<file path="config.mk">
export PLATFORM = sky130hd
export DESIGN_NAME = bcd_bignum_arith_unit_core
export DESIGN_NICKNAME = d
export VERILOG_FILES = /design/src/bcdba_pkg.sv /design/src/bcd_bignum_arith_unit_core.sv /design/src/bcdba_front.sv /design/src/bcdba_back.sv
export SDC_FILE = /design/constraint.sdc
export NUM_CORES = 2
export LEC_CHECK = 0
export ABC_AREA = 1
export BUFFER_PORTS_ARGS = -buffer_cell sky130_fd_sc_hd__buf_2
export CORE_ASPECT_RATIO = 0.9
export CORE_MARGIN = 2
export CORE_UTILIZATION = 40
export DETAILED_ROUTE_END_ITERATION = 10
export GPL_TIMING_DRIVEN = 0
export PLACE_DENSITY_LB_ADDON = 0.12
export SETUP_SLACK_MARGIN = 0.15
export SLEW_MARGIN = 10
export SYNTH_ARGS = -nofsm -noshare
export SYNTH_HDL_FRONTEND = slang
export SYNTH_SLANG_ARGS = --single-unit
</file>
<file path="constraint.sdc">
create_clock -name clk -period 10.31 [get_ports clk]
set_input_delay 2.062 -clock clk [delete_from_list [all_inputs] [get_ports clk]]
set_output_delay 2.062 -clock clk [all_outputs]
set_load 0.01 [all_outputs]
</file>
<file path="src/bcdba_pkg.sv">
// Shared constants, types and helpers of the decimal arithmetic unit.
`timescale 1ns / 1ps
package bcdba_pkg;

  localparam int DIGITS     = 32;
  localparam int IDX_W      = 5;
  localparam int PROD_DEPTH = 2 * DIGITS;
  localparam int PROD_AW    = 6;
  localparam int QDEPTH     = 4;
  localparam int QPTR_W     = 2;

  typedef enum logic [2:0] {
    KIND_CLEAR   = 3'd0,
    KIND_LOAD_A  = 3'd1,
    KIND_LOAD_B  = 3'd2,
    KIND_COMPUTE = 3'd3,
    KIND_READ    = 3'd4
  } kind_t;

  localparam logic [2:0] SEL_SUM  = 3'd0;
  localparam logic [2:0] SEL_DIFF = 3'd1;
  localparam logic [2:0] SEL_PROD = 3'd2;
  localparam logic [2:0] SEL_QUOT = 3'd3;
  localparam logic [2:0] SEL_REM  = 3'd4;

  typedef struct packed {
    kind_t       op;
    logic [5:0]  idx;
    logic [3:0]  val;
    logic [2:0]  sel;
  } item_t;

  typedef struct packed {
    logic  valid;
    item_t item;
  } head_t;

  typedef enum logic [3:0] {
    ST_IDLE,
    ST_RD,
    ST_ADD,
    ST_SUB,
    ST_MUL_RD,
    ST_MUL_WR,
    ST_MUL_CARRY,
    ST_DIV_INIT,
    ST_DIV_SHIFT,
    ST_DIV_CMP,
    ST_DIV_SUB,
    ST_REM_LEN
  } state_t;

  // Quotient by ten for values up to 99, by reciprocal multiply.
  function automatic logic [3:0] div10(input logic [6:0] v);
    logic [17:0] p;
    p = {11'b0, v} * 18'd205;
    return p[14:11];
  endfunction

endpackage

</file>
<file path="src/bcd_bignum_arith_unit_core.sv">
// Top level of the decimal add/subtract/multiply/divide unit.
//
//   channel   ports                                   handshake
//   input     in_kind in_digit_index in_digit_value   start && !busy
//             in_result_select
//   result    out_digit out_result_length             out_valid, one cycle
//             out_negative out_divide_by_zero
//
// A four-deep queue sits between intake and execution; busy is high when it is full.
// Clear and load items retire in ST_IDLE; a read item passes through ST_RD and its
// result is registered. A compute item runs sum and difference passes, product rows
// (a read and write per partial product, a carry write per row), a divisor test and,
// for a nonzero divisor, per quotient digit a shift, a compare and a subtract and
// compare per unit of the digit, then remainder sizing. Reset is synchronous; all
// stores read as zero and lengths as 1. Results cannot be held off by the receiver.
`timescale 1ns / 1ps
module bcd_bignum_arith_unit_core (
  input  logic       clk,
  input  logic       rst_n,
  input  logic       start,
  output logic       busy,
  input  logic [2:0] in_kind,
  input  logic [5:0] in_digit_index,
  input  logic [3:0] in_digit_value,
  input  logic [2:0] in_result_select,
  output logic       out_valid,
  output logic [3:0] out_digit,
  output logic [6:0] out_result_length,
  output logic       out_negative,
  output logic       out_divide_by_zero
);
  import bcdba_pkg::*;

  head_t head;
  logic  pop;

  bcdba_front u_front (
    .clk              (clk),
    .rst_n            (rst_n),
    .start            (start),
    .busy             (busy),
    .in_kind          (in_kind),
    .in_digit_index   (in_digit_index),
    .in_digit_value   (in_digit_value),
    .in_result_select (in_result_select),
    .head             (head),
    .pop              (pop)
  );

  bcdba_back u_back (
    .clk                (clk),
    .rst_n              (rst_n),
    .head               (head),
    .pop                (pop),
    .out_valid          (out_valid),
    .out_digit          (out_digit),
    .out_result_length  (out_result_length),
    .out_negative       (out_negative),
    .out_divide_by_zero (out_divide_by_zero)
  );

  // a read passes through ST_IDLE and ST_RD in execution, so strobes never touch
  assert property (@(posedge clk) disable iff (!rst_n) out_valid |=> !out_valid)
    else $error("back-to-back result strobes");

  // the queue only fills through accepted items
  assert property (@(posedge clk) disable iff (!rst_n) $rose(busy) |-> $past(start))
    else $error("queue filled without an accepted item");

  assert property (@(posedge clk) !rst_n |=> (!busy && !out_valid))
    else $error("busy or strobe right after reset");

  // a result length never exceeds the product depth
  assert property (@(posedge clk) disable iff (!rst_n)
    out_valid |-> (out_result_length != 7'd0 && out_result_length <= 7'(PROD_DEPTH)))
    else $error("result length out of range");

endmodule

</file>
<file path="src/bcdba_front.sv">
// Intake: accepts items, classifies them and queues them for the execution side.
`timescale 1ns / 1ps
module bcdba_front (
  input  logic                clk,
  input  logic                rst_n,
  input  logic                start,
  output logic                busy,
  input  logic [2:0]          in_kind,
  input  logic [5:0]          in_digit_index,
  input  logic [3:0]          in_digit_value,
  input  logic [2:0]          in_result_select,
  output bcdba_pkg::head_t    head,
  input  logic                pop
);
  import bcdba_pkg::*;

  item_t             q_r [QDEPTH];
  logic [QPTR_W-1:0] wr_ptr_r, rd_ptr_r;
  logic [QPTR_W:0]   count_r;
  logic              accept, keep, push, do_pop;
  item_t             cls;

  assign busy   = (count_r == (QPTR_W+1)'(QDEPTH));
  assign accept = start && !busy;

  always_comb begin
    cls.op  = kind_t'(in_kind);
    cls.idx = in_digit_index;
    cls.val = (in_digit_value > 4'd9) ? 4'd9 : in_digit_value;
    cls.sel = in_result_select;
    unique case (in_kind)
      KIND_CLEAR, KIND_COMPUTE, KIND_READ: keep = 1'b1;
      KIND_LOAD_A, KIND_LOAD_B:            keep = !in_digit_index[5];
      default:                             keep = 1'b0;
    endcase
  end

  assign push   = accept && keep;
  assign do_pop = pop && (count_r != '0);

  assign head.valid = (count_r != '0);
  assign head.item  = q_r[rd_ptr_r];

  always_ff @(posedge clk) begin
    if (!rst_n) begin
      wr_ptr_r <= '0;
      rd_ptr_r <= '0;
      count_r  <= '0;
    end else begin
      if (push) begin
        wr_ptr_r <= wr_ptr_r + 1'b1;
      end
      if (do_pop) begin
        rd_ptr_r <= rd_ptr_r + 1'b1;
      end
      if (push && !do_pop) begin
        count_r <= count_r + 1'b1;
      end else if (!push && do_pop) begin
        count_r <= count_r - 1'b1;
      end
    end
  end

  always_ff @(posedge clk) begin
    if (push) begin
      q_r[wr_ptr_r] <= cls;
    end
  end

endmodule

</file>
<file path="src/bcdba_back.sv">
// Execution: operand and result stores, digit-serial arithmetic sequencer, read path.
`timescale 1ns / 1ps
module bcdba_back (
  input  logic              clk,
  input  logic              rst_n,
  input  bcdba_pkg::head_t  head,
  output logic              pop,
  output logic              out_valid,
  output logic [3:0]        out_digit,
  output logic [6:0]        out_result_length,
  output logic              out_negative,
  output logic              out_divide_by_zero
);
  import bcdba_pkg::*;

  state_t state_r, state_nxt;

  logic [3:0] opa_r [DIGITS];
  logic [3:0] opb_r [DIGITS];
  logic [3:0] sum_r [DIGITS];
  logic [3:0] diff_r [DIGITS];
  logic [3:0] quot_r [DIGITS];
  logic [3:0] rem_r [DIGITS];
  logic [3:0] prod_mem [PROD_DEPTH];
  logic [3:0] mem_q_r;

  logic [3:0] sum_hi_r, rem_hi_r;
  logic [6:0] len_sum_r, len_diff_r, len_prod_r, len_quot_r, len_rem_r;
  logic       neg_r, dz_r, prod_ever_r, lt_r, bz_r, borrow_r, qfound_r;
  logic [3:0] carry_r, q_r;
  logic [5:0] k_r;
  logic [IDX_W-1:0] i_r;
  item_t      cur_r;

  logic       out_valid_r;
  logic [3:0] out_digit_r;
  logic [6:0] out_len_r;

  logic [IDX_W-1:0]   a_ra, b_ra, rem_ra;
  logic [3:0]         a_d, b_d, rem_d;
  logic [4:0]         s_raw;
  logic [3:0]         s_dig;
  logic               s_c, lt_nxt;
  logic [3:0]         sub_x, sub_y, sub_dig;
  logic [4:0]         sub_raw;
  logic               sub_neg;
  logic [3:0]         mul_old, mq, mdig;
  logic [6:0]         mv, mtmp;
  logic [PROD_AW-1:0] pos;
  logic               mem_we;
  logic [PROD_AW-1:0] mem_wa, mem_ra;
  logic [3:0]         mem_wd;
  logic               k_last, k_top, go_sub;
  logic [3:0]         rd_digit;
  logic [6:0]         rd_len;

  // Read ports of the flip-flop stores, one address each.
  assign a_ra   = (state_r == ST_DIV_SHIFT) ? i_r : k_r[IDX_W-1:0];
  assign b_ra   = (state_r == ST_MUL_RD || state_r == ST_MUL_WR) ? i_r : k_r[IDX_W-1:0];
  assign rem_ra = (state_r == ST_RD) ? cur_r.idx[IDX_W-1:0] : k_r[IDX_W-1:0];
  assign a_d    = opa_r[a_ra];
  assign b_d    = opb_r[b_ra];
  assign rem_d  = rem_r[rem_ra];

  assign k_last = (k_r == 6'(DIGITS - 1));
  assign k_top  = (k_r == 6'(DIGITS));

  always_comb begin
    s_raw = {1'b0, a_d} + {1'b0, b_d} + {4'b0, carry_r[0]};
    s_c   = (s_raw > 5'd9);
    s_dig = s_c ? 4'(s_raw - 5'd10) : s_raw[3:0];
    if (a_d < b_d) begin
      lt_nxt = 1'b1;
    end else if (a_d > b_d) begin
      lt_nxt = 1'b0;
    end else begin
      lt_nxt = lt_r;
    end
  end

  // Shared digit subtractor: difference pass and division trial/subtract.
  always_comb begin
    if (state_r == ST_SUB) begin
      sub_x = lt_r ? b_d : a_d;
      sub_y = lt_r ? a_d : b_d;
    end else begin
      sub_x = k_r[5] ? rem_hi_r : rem_d;
      sub_y = k_r[5] ? 4'd0 : b_d;
    end
    sub_raw = {1'b0, sub_x} - {1'b0, sub_y} - {4'b0, borrow_r};
    sub_neg = sub_raw[4];
    sub_dig = sub_neg ? (sub_raw[3:0] + 4'd10) : sub_raw[3:0];
  end

  assign go_sub = !sub_neg && (q_r < 4'd9);

  always_comb begin
    mul_old = (i_r == '0) ? 4'd0 : mem_q_r;
    mv      = {3'b0, mul_old} + ({3'b0, a_d} * {3'b0, b_d}) + {3'b0, carry_r};
    mq      = div10(mv);
    mtmp    = mv - ({3'b0, mq} * 7'd10);
    mdig    = mtmp[3:0];
    pos     = {1'b0, i_r} + {1'b0, k_r[IDX_W-1:0]};
  end

  // Next state.
  always_comb begin
    state_nxt = state_r;
    unique case (state_r)
      ST_IDLE: begin
        if (head.valid && head.item.op == KIND_COMPUTE) begin
          state_nxt = ST_ADD;
        end else if (head.valid && head.item.op == KIND_READ) begin
          state_nxt = ST_RD;
        end
      end
      ST_RD:        state_nxt = ST_IDLE;
      ST_ADD:       if (k_last) state_nxt = ST_SUB;
      ST_SUB:       if (k_last) state_nxt = ST_MUL_RD;
      ST_MUL_RD:    state_nxt = ST_MUL_WR;
      ST_MUL_WR:    state_nxt = k_last ? ST_MUL_CARRY : ST_MUL_RD;
      ST_MUL_CARRY: state_nxt = (i_r == IDX_W'(DIGITS - 1)) ? ST_DIV_INIT : ST_MUL_RD;
      ST_DIV_INIT:  state_nxt = bz_r ? ST_IDLE : ST_DIV_SHIFT;
      ST_DIV_SHIFT: state_nxt = ST_DIV_CMP;
      ST_DIV_CMP: begin
        if (k_top) begin
          if (go_sub) begin
            state_nxt = ST_DIV_SUB;
          end else if (i_r == '0) begin
            state_nxt = ST_REM_LEN;
          end else begin
            state_nxt = ST_DIV_SHIFT;
          end
        end
      end
      ST_DIV_SUB:   if (k_top) state_nxt = ST_DIV_CMP;
      ST_REM_LEN:   if (k_last) state_nxt = ST_IDLE;
      default:      state_nxt = ST_IDLE;
    endcase
  end

  // Control outputs: queue pop and product memory port.
  always_comb begin
    pop    = 1'b0;
    mem_we = 1'b0;
    mem_wa = pos;
    mem_wd = mdig;
    mem_ra = pos;
    unique case (state_r)
      ST_IDLE: begin
        pop    = head.valid;
        mem_ra = head.item.idx;
      end
      ST_MUL_WR: begin
        mem_we = 1'b1;
      end
      ST_MUL_CARRY: begin
        mem_we = 1'b1;
        mem_wa = {1'b1, i_r};
        mem_wd = carry_r;
      end
      default: begin
      end
    endcase
  end

  always_ff @(posedge clk) begin
    if (mem_we) begin
      prod_mem[mem_wa] <= mem_wd;
    end
    mem_q_r <= prod_mem[mem_ra];
  end

  // Read selection for the item in cur_r.
  always_comb begin
    rd_digit = 4'd0;
    rd_len   = 7'd1;
    unique case (cur_r.sel)
      SEL_SUM: begin
        rd_len = len_sum_r;
        if (!cur_r.idx[5]) begin
          rd_digit = sum_r[cur_r.idx[IDX_W-1:0]];
        end else if (cur_r.idx == 6'(DIGITS)) begin
          rd_digit = sum_hi_r;
        end
      end
      SEL_DIFF: begin
        rd_len = len_diff_r;
        if (!cur_r.idx[5]) rd_digit = diff_r[cur_r.idx[IDX_W-1:0]];
      end
      SEL_PROD: begin
        rd_len = len_prod_r;
        if (prod_ever_r) rd_digit = mem_q_r;
      end
      SEL_QUOT: begin
        rd_len = len_quot_r;
        if (!dz_r && !cur_r.idx[5]) rd_digit = quot_r[cur_r.idx[IDX_W-1:0]];
      end
      SEL_REM: begin
        rd_len = len_rem_r;
        if (!dz_r && !cur_r.idx[5]) rd_digit = rem_d;
      end
      default: begin
      end
    endcase
  end

  always_ff @(posedge clk) begin
    if (!rst_n) begin
      state_r     <= ST_IDLE;
      out_valid_r <= 1'b0;
      neg_r       <= 1'b0;
      dz_r        <= 1'b0;
      prod_ever_r <= 1'b0;
      len_sum_r   <= 7'd1;
      len_diff_r  <= 7'd1;
      len_prod_r  <= 7'd1;
      len_quot_r  <= 7'd1;
      len_rem_r   <= 7'd1;
      sum_hi_r    <= 4'd0;
      rem_hi_r    <= 4'd0;
      k_r         <= '0;
      i_r         <= '0;
      for (int n = 0; n < DIGITS; n++) begin
        opa_r[n]  <= 4'd0;
        opb_r[n]  <= 4'd0;
        sum_r[n]  <= 4'd0;
        diff_r[n] <= 4'd0;
        quot_r[n] <= 4'd0;
        rem_r[n]  <= 4'd0;
      end
    end else begin
      state_r     <= state_nxt;
      out_valid_r <= (state_r == ST_RD);
      unique case (state_r)
        ST_IDLE: begin
          cur_r <= head.item;
          if (head.valid) begin
            unique case (head.item.op)
              KIND_CLEAR: begin
                for (int n = 0; n < DIGITS; n++) begin
                  opa_r[n] <= 4'd0;
                  opb_r[n] <= 4'd0;
                end
              end
              KIND_LOAD_A: opa_r[head.item.idx[IDX_W-1:0]] <= head.item.val;
              KIND_LOAD_B: opb_r[head.item.idx[IDX_W-1:0]] <= head.item.val;
              KIND_COMPUTE: begin
                k_r       <= '0;
                carry_r   <= 4'd0;
                lt_r      <= 1'b0;
                bz_r      <= 1'b1;
                len_sum_r <= 7'd1;
              end
              default: begin
              end
            endcase
          end
        end
        ST_RD: begin
          out_digit_r <= rd_digit;
          out_len_r   <= rd_len;
        end
        ST_ADD: begin
          sum_r[k_r[IDX_W-1:0]] <= s_dig;
          carry_r <= {3'b0, s_c};
          lt_r    <= lt_nxt;
          if (b_d != 4'd0) bz_r <= 1'b0;
          if (k_last) begin
            sum_hi_r   <= {3'b0, s_c};
            len_sum_r  <= s_c ? 7'(DIGITS + 1) :
                          (s_dig != 4'd0) ? ({1'b0, k_r} + 7'd1) : len_sum_r;
            neg_r      <= lt_nxt;
            k_r        <= '0;
            borrow_r   <= 1'b0;
            len_diff_r <= 7'd1;
          end else begin
            if (s_dig != 4'd0) len_sum_r <= {1'b0, k_r} + 7'd1;
            k_r <= k_r + 6'd1;
          end
        end
        ST_SUB: begin
          diff_r[k_r[IDX_W-1:0]] <= sub_dig;
          borrow_r <= sub_neg;
          if (sub_dig != 4'd0) len_diff_r <= {1'b0, k_r} + 7'd1;
          if (k_last) begin
            k_r        <= '0;
            i_r        <= '0;
            carry_r    <= 4'd0;
            len_prod_r <= 7'd1;
          end else begin
            k_r <= k_r + 6'd1;
          end
        end
        ST_MUL_WR: begin
          carry_r <= mq;
          // a position is final at its first column or in the last row
          if ((k_r == '0 || i_r == IDX_W'(DIGITS - 1)) && mdig != 4'd0) begin
            len_prod_r <= {1'b0, pos} + 7'd1;
          end
          k_r <= k_last ? 6'd0 : (k_r + 6'd1);
        end
        ST_MUL_CARRY: begin
          carry_r <= 4'd0;
          if (i_r == IDX_W'(DIGITS - 1)) begin
            if (carry_r != 4'd0) len_prod_r <= 7'(PROD_DEPTH);
            prod_ever_r <= 1'b1;
          end else begin
            i_r <= i_r + 1'b1;
          end
        end
        ST_DIV_INIT: begin
          dz_r <= bz_r;
          len_quot_r <= 7'd1;
          len_rem_r  <= 7'd1;
          if (!bz_r) begin
            for (int n = 0; n < DIGITS; n++) begin
              rem_r[n] <= 4'd0;
            end
            rem_hi_r <= 4'd0;
            i_r      <= IDX_W'(DIGITS - 1);
            qfound_r <= 1'b0;
          end
        end
        ST_DIV_SHIFT: begin
          rem_r[0] <= a_d;
          for (int n = 1; n < DIGITS; n++) begin
            rem_r[n] <= rem_r[n-1];
          end
          rem_hi_r <= rem_r[DIGITS-1];
          q_r      <= 4'd0;
          k_r      <= '0;
          borrow_r <= 1'b0;
        end
        ST_DIV_CMP: begin
          if (k_top) begin
            k_r      <= '0;
            borrow_r <= 1'b0;
            if (!go_sub) begin
              quot_r[i_r] <= q_r;
              if (q_r != 4'd0 && !qfound_r) begin
                len_quot_r <= {2'b0, i_r} + 7'd1;
                qfound_r   <= 1'b1;
              end
              if (i_r != '0) i_r <= i_r - 1'b1;
            end
          end else begin
            borrow_r <= sub_neg;
            k_r      <= k_r + 6'd1;
          end
        end
        ST_DIV_SUB: begin
          if (k_r[5]) begin
            rem_hi_r <= sub_dig;
          end else begin
            rem_r[k_r[IDX_W-1:0]] <= sub_dig;
          end
          if (k_top) begin
            k_r      <= '0;
            borrow_r <= 1'b0;
            q_r      <= q_r + 4'd1;
          end else begin
            borrow_r <= sub_neg;
            k_r      <= k_r + 6'd1;
          end
        end
        ST_REM_LEN: begin
          if (rem_d != 4'd0) len_rem_r <= {1'b0, k_r} + 7'd1;
          k_r <= k_r + 6'd1;
        end
        default: begin
        end
      endcase
    end
  end

  assign out_valid          = out_valid_r;
  assign out_digit          = out_digit_r;
  assign out_result_length  = out_len_r;
  assign out_negative       = neg_r;
  assign out_divide_by_zero = dz_r;

endmodule

</file>
==> impl_metrics.py <==
metrics = {
    "floorplan": {
        "io_pins": 34,
        "chipHeight_um": 362.0,
        "core_area_mm2": 0.1415,
        "rows": 131,
        "initial_core_util_pct": 40.26,
        "die_area_mm2": 0.1454,
        "dieWidth_um": 401.7,
    },
    "clocking": {
        "path_clk_slew_ns": 0.06,
        "cts_max_path_buffers": 3,
        "cts-buffers-inserted": 135,
        "clock-sinks": 1196,
        "clock_latency_ns": 0.80,
        "cts_root_buf": "clkbuf_16",
        "cts_tree": "done",
        "cts-hold-fix-buffers": 0,
        "htreeDepth": 4,
    },
    "timing": {
        "tightestPinTransition_ns": 1.341,
        "hold_violations": 0,
        "fin_ws_ns": 0.4514,
        "finalSetupViolCount": 0,
        "finClkSkew_ns": 0.03099,
        "rsz0062_at_grt": "true",
        "period_share_pct": 95.62,
        "setup-tns-final_ns": 0,
        "maxSlewHeadroom_pct": 10.24,
        "slew_violations": 0,
        "period_needed_ns": 9.859,
        "hold_ws_ns": 0.4676,
        "fmax_mhz": 101.4,
    },
    "worst_hold_path": {
        "hold_class": "flop to flop",
    },
    "worst_setup_path": {
        "cp-startpoint": "u_back.state_r[3]",
        "timing.rr.end": "u_back.prod_mem[18][3]",
        "start_kind": "flop",
        "critPathCaptureType": "flop",
        "worstReg2RegStart": "u_back.state_r[3]",
        "cp_max_fo": 26,
        "crit_path_top_delay_cell": "fa_1",
        "reg2regPathDepth": 44,
        "crit_type": "flop to flop",
        "endpoint": "u_back.prod_mem[18][3]",
        "path_common_cell": "fa_1",
        "cp.required_ns": 10.94,
        "critical_path.max_stage_delay_ns": 0.51,
        "rrSetupSlack_ns": 0.45,
        "arrival_ns": 10.49,
    },
    "layout": {
        "layout_common_cells": "nor2_1, edfxtp_1, nand2_1",
        "final_layout_size_suffix_gt1_share_pct": 7.339,
        "fin_util_pct": 45.71,
        "final_common_cell": "nor2_1",
        "seq_area_mm2": 0.03517,
        "multi_input_area_mm2": 0.01957,
        "area_growth_pct": 13.53,
        "fin_nets": 6152,
        "fillers": 13610,
    },
    "synth": {
        "synth_cell_types": 54,
        "async_flop_share_pct": 0,
        "ys_warn_count": 0,
        "syn_nets": 5943,
        "syn_inst": 5811,
        "seq_area_frac_synth_pct": 61.73,
        "synth_area_mm2": 0.05695,
        "synthFlopType": "edfxtp_1",
        "ys_ff_latch": 1196,
        "synth-edff-count": 1120,
        "avgSynthCellArea_um2": 9.800,
    },
    "detailed_routing": {
        "drt-pass1-iter-count": 6,
        "final_antenna_net_count": 0,
        "detail_route.iter0.violations": 6312,
        "drcViolationCount": 0,
        "wl_per_cell_um": 26.63,
        "vias": 46880,
        "viasPerCell": 5.871,
        "routed_wl_um": 212700,
    },
    "placement": {
        "gp_congestion": 0.9785,
        "pre_cts_ws_ns": -1.679,
        "portBuffers": 32,
        "dp_hpwl_um": 150700,
    },
    "global_routing": {
        "grt_use_total_pct": 28.66,
        "grt_pass1_vias": 44300,
        "grt_pass1_wl_um": 304800,
        "globalRouteOverflowTotal": 0,
        "grt_max_degree": 32,
        "antenna_found_initial": 10,
    },
    "job": {
        "max_cap_viol_count": 0,
    },
    "status": {
        "status": "finished, final reports clean",
    },
}
how the worst min path moves through the flow:
| stage | start | to | slack (ns) | cells after the start |
|---|---|---|---|---|
| after CTS | u_back.prod_ever_r | u_back.prod_ever_r | 0.46 | 2 |
| after floorplan | u_back.len_diff_r[0] | u_back.len_diff_r[0] | 0.43 | 2 |
| final | u_back.prod_ever_r | u_back.prod_ever_r | 0.47 | 2 |
| after detailed placement | u_back.prod_ever_r | u_back.prod_ever_r | 0.45 | 2 |
| after global placement | u_back.len_diff_r[0] | u_back.len_diff_r[0] | 0.44 | 2 |
| after global routing | u_back.prod_ever_r | u_back.prod_ever_r | 0.50 | 2 |
layout make-up:
cell class / instances / area share (%)
Clock inverter: 73 / 1.028
Sequential cell: 1196 / 54.40
Clock buffer: 162 / 5.496
Inverter: 282 / 1.666
Antenna cell: 5 / 0.01935
Timing Repair Buffer: 72 / 0.9928
Buffer: 354 / 2.518
Multi-Input combinational cell: 3979 / 30.28
Tap cell: 1862 / 3.603
critical path: cells and delay by family, from the launching register on:
family | cells | cell delay [ns]
fa+ha+maj | 11 | 4.30
xor+xnor | 3 | 0.55
flops | 1 | 0.39
simple gates | 12 | 1.79
buf+inv | 11 | 1.44
compound gates | 7 | 1.21
logic make-up (layout without fill, tap and decap cells):
logic type,count (synthesis),after routing,synth area share [%]
muxes,1,1,0.01758
other,0,5,0
AOI/OAI and AO/OA,1123,1124,11.66
xor gates and xnor gates,27,27,0.4153
and+or+nand+nor,2714,2714,18.88
buffers and inverters,637,943,4.458
DFF,1196,1196,61.73
adders and majority gates,113,113,2.839
metal layers:
layer  wire length (µm)  global-route usage (%)  up-vias
met3              21560                   5.697      505
li1                   -                       -    20720
met4               8189                   10.61        8
met1              92560                   41.72    23040
met2              90290                   42.21     2597
met5                 56                       0        -
cells in the mapped netlist, types with 3 or more instances:
cell	number	area [µm²]
buf_1	24	90.09
a32o_1	17	170.2
nand4_1	11	68.82
inv_1	262	983.4
a221oi_1	6	52.55
clkinv_1	7	26.28
a211oi_1	4	30.03
fa_1	27	540.5
buf_2	40	200.2
o21ai_1	86	430.4
clkbuf_1	274	1028
or2_2	11	68.82
dfxtp_1	76	1521
xnor2_1	12	105.1
a21oi_1	103	515.5
o2111ai_1	5	43.79
ha_1	86	1076
o21ai_0	542	2713
a22oi_1	4	30.03
o211ai_1	57	427.9
edfxtp_1	1120	33630
o32a_1	3	30.03
o32ai_1	6	52.55
nand2_1	977	3667
inv_2	13	48.80
o22ai_1	156	975.9
o21ai_4	3	48.80
nor3_1	23	115.1
nand2_2	11	68.82
nand3_1	308	1541
a32oi_1	3	26.28
nand3_2	3	30.03
buf_6	9	101.4
buf_4	8	60.06
o21ai_2	8	70.07
xor2_1	15	131.4
nor4_1	3	18.77
o221ai_1	99	867.1
a31oi_1	8	50.05
nor2_1	1358	5097
flip-flops by register name (all words and copies together) (netlist names), 6 cells and up, named ones only:
register	flops
u_back.out_result_length	7
u_back.prod_mem	256
u_back.k_r	6
u_back.diff_r	128
u_back.rem_r	128
u_back.opa_r	128
u_back.len_quot_r	6
u_back.len_prod_r	7
u_back.opb_r	128
u_back.len_sum_r	7
u_back.len_rem_r	7
u_front.q_r	64
u_back.len_diff_r	7
u_back.cur_r	9
u_back.quot_r	128
u_back.sum_r	128
through the flow:
step | instance area (µm²) | std cells
2_1_floorplan | 56950 | 5811
3_3_place_gp | 59440 | 7705
3_5_place_dp | 59760 | 7717
4_1_cts | 64260 | 7962
5_1_grt | 64640 | 7980
6_report | 64650 | 7985
timing repair:
action | 4_1_cts | 5_1_grt
pin swaps | 5 | 14
resized for setup | 72 | 77
buffers inserted | 10 | 17
cloned | 1 | 1
setup endpoints to repair | 199 | 135
Power is not shown: default switching activity piles up to over one toggle a cycle in this logic, so the estimate is an artifact.
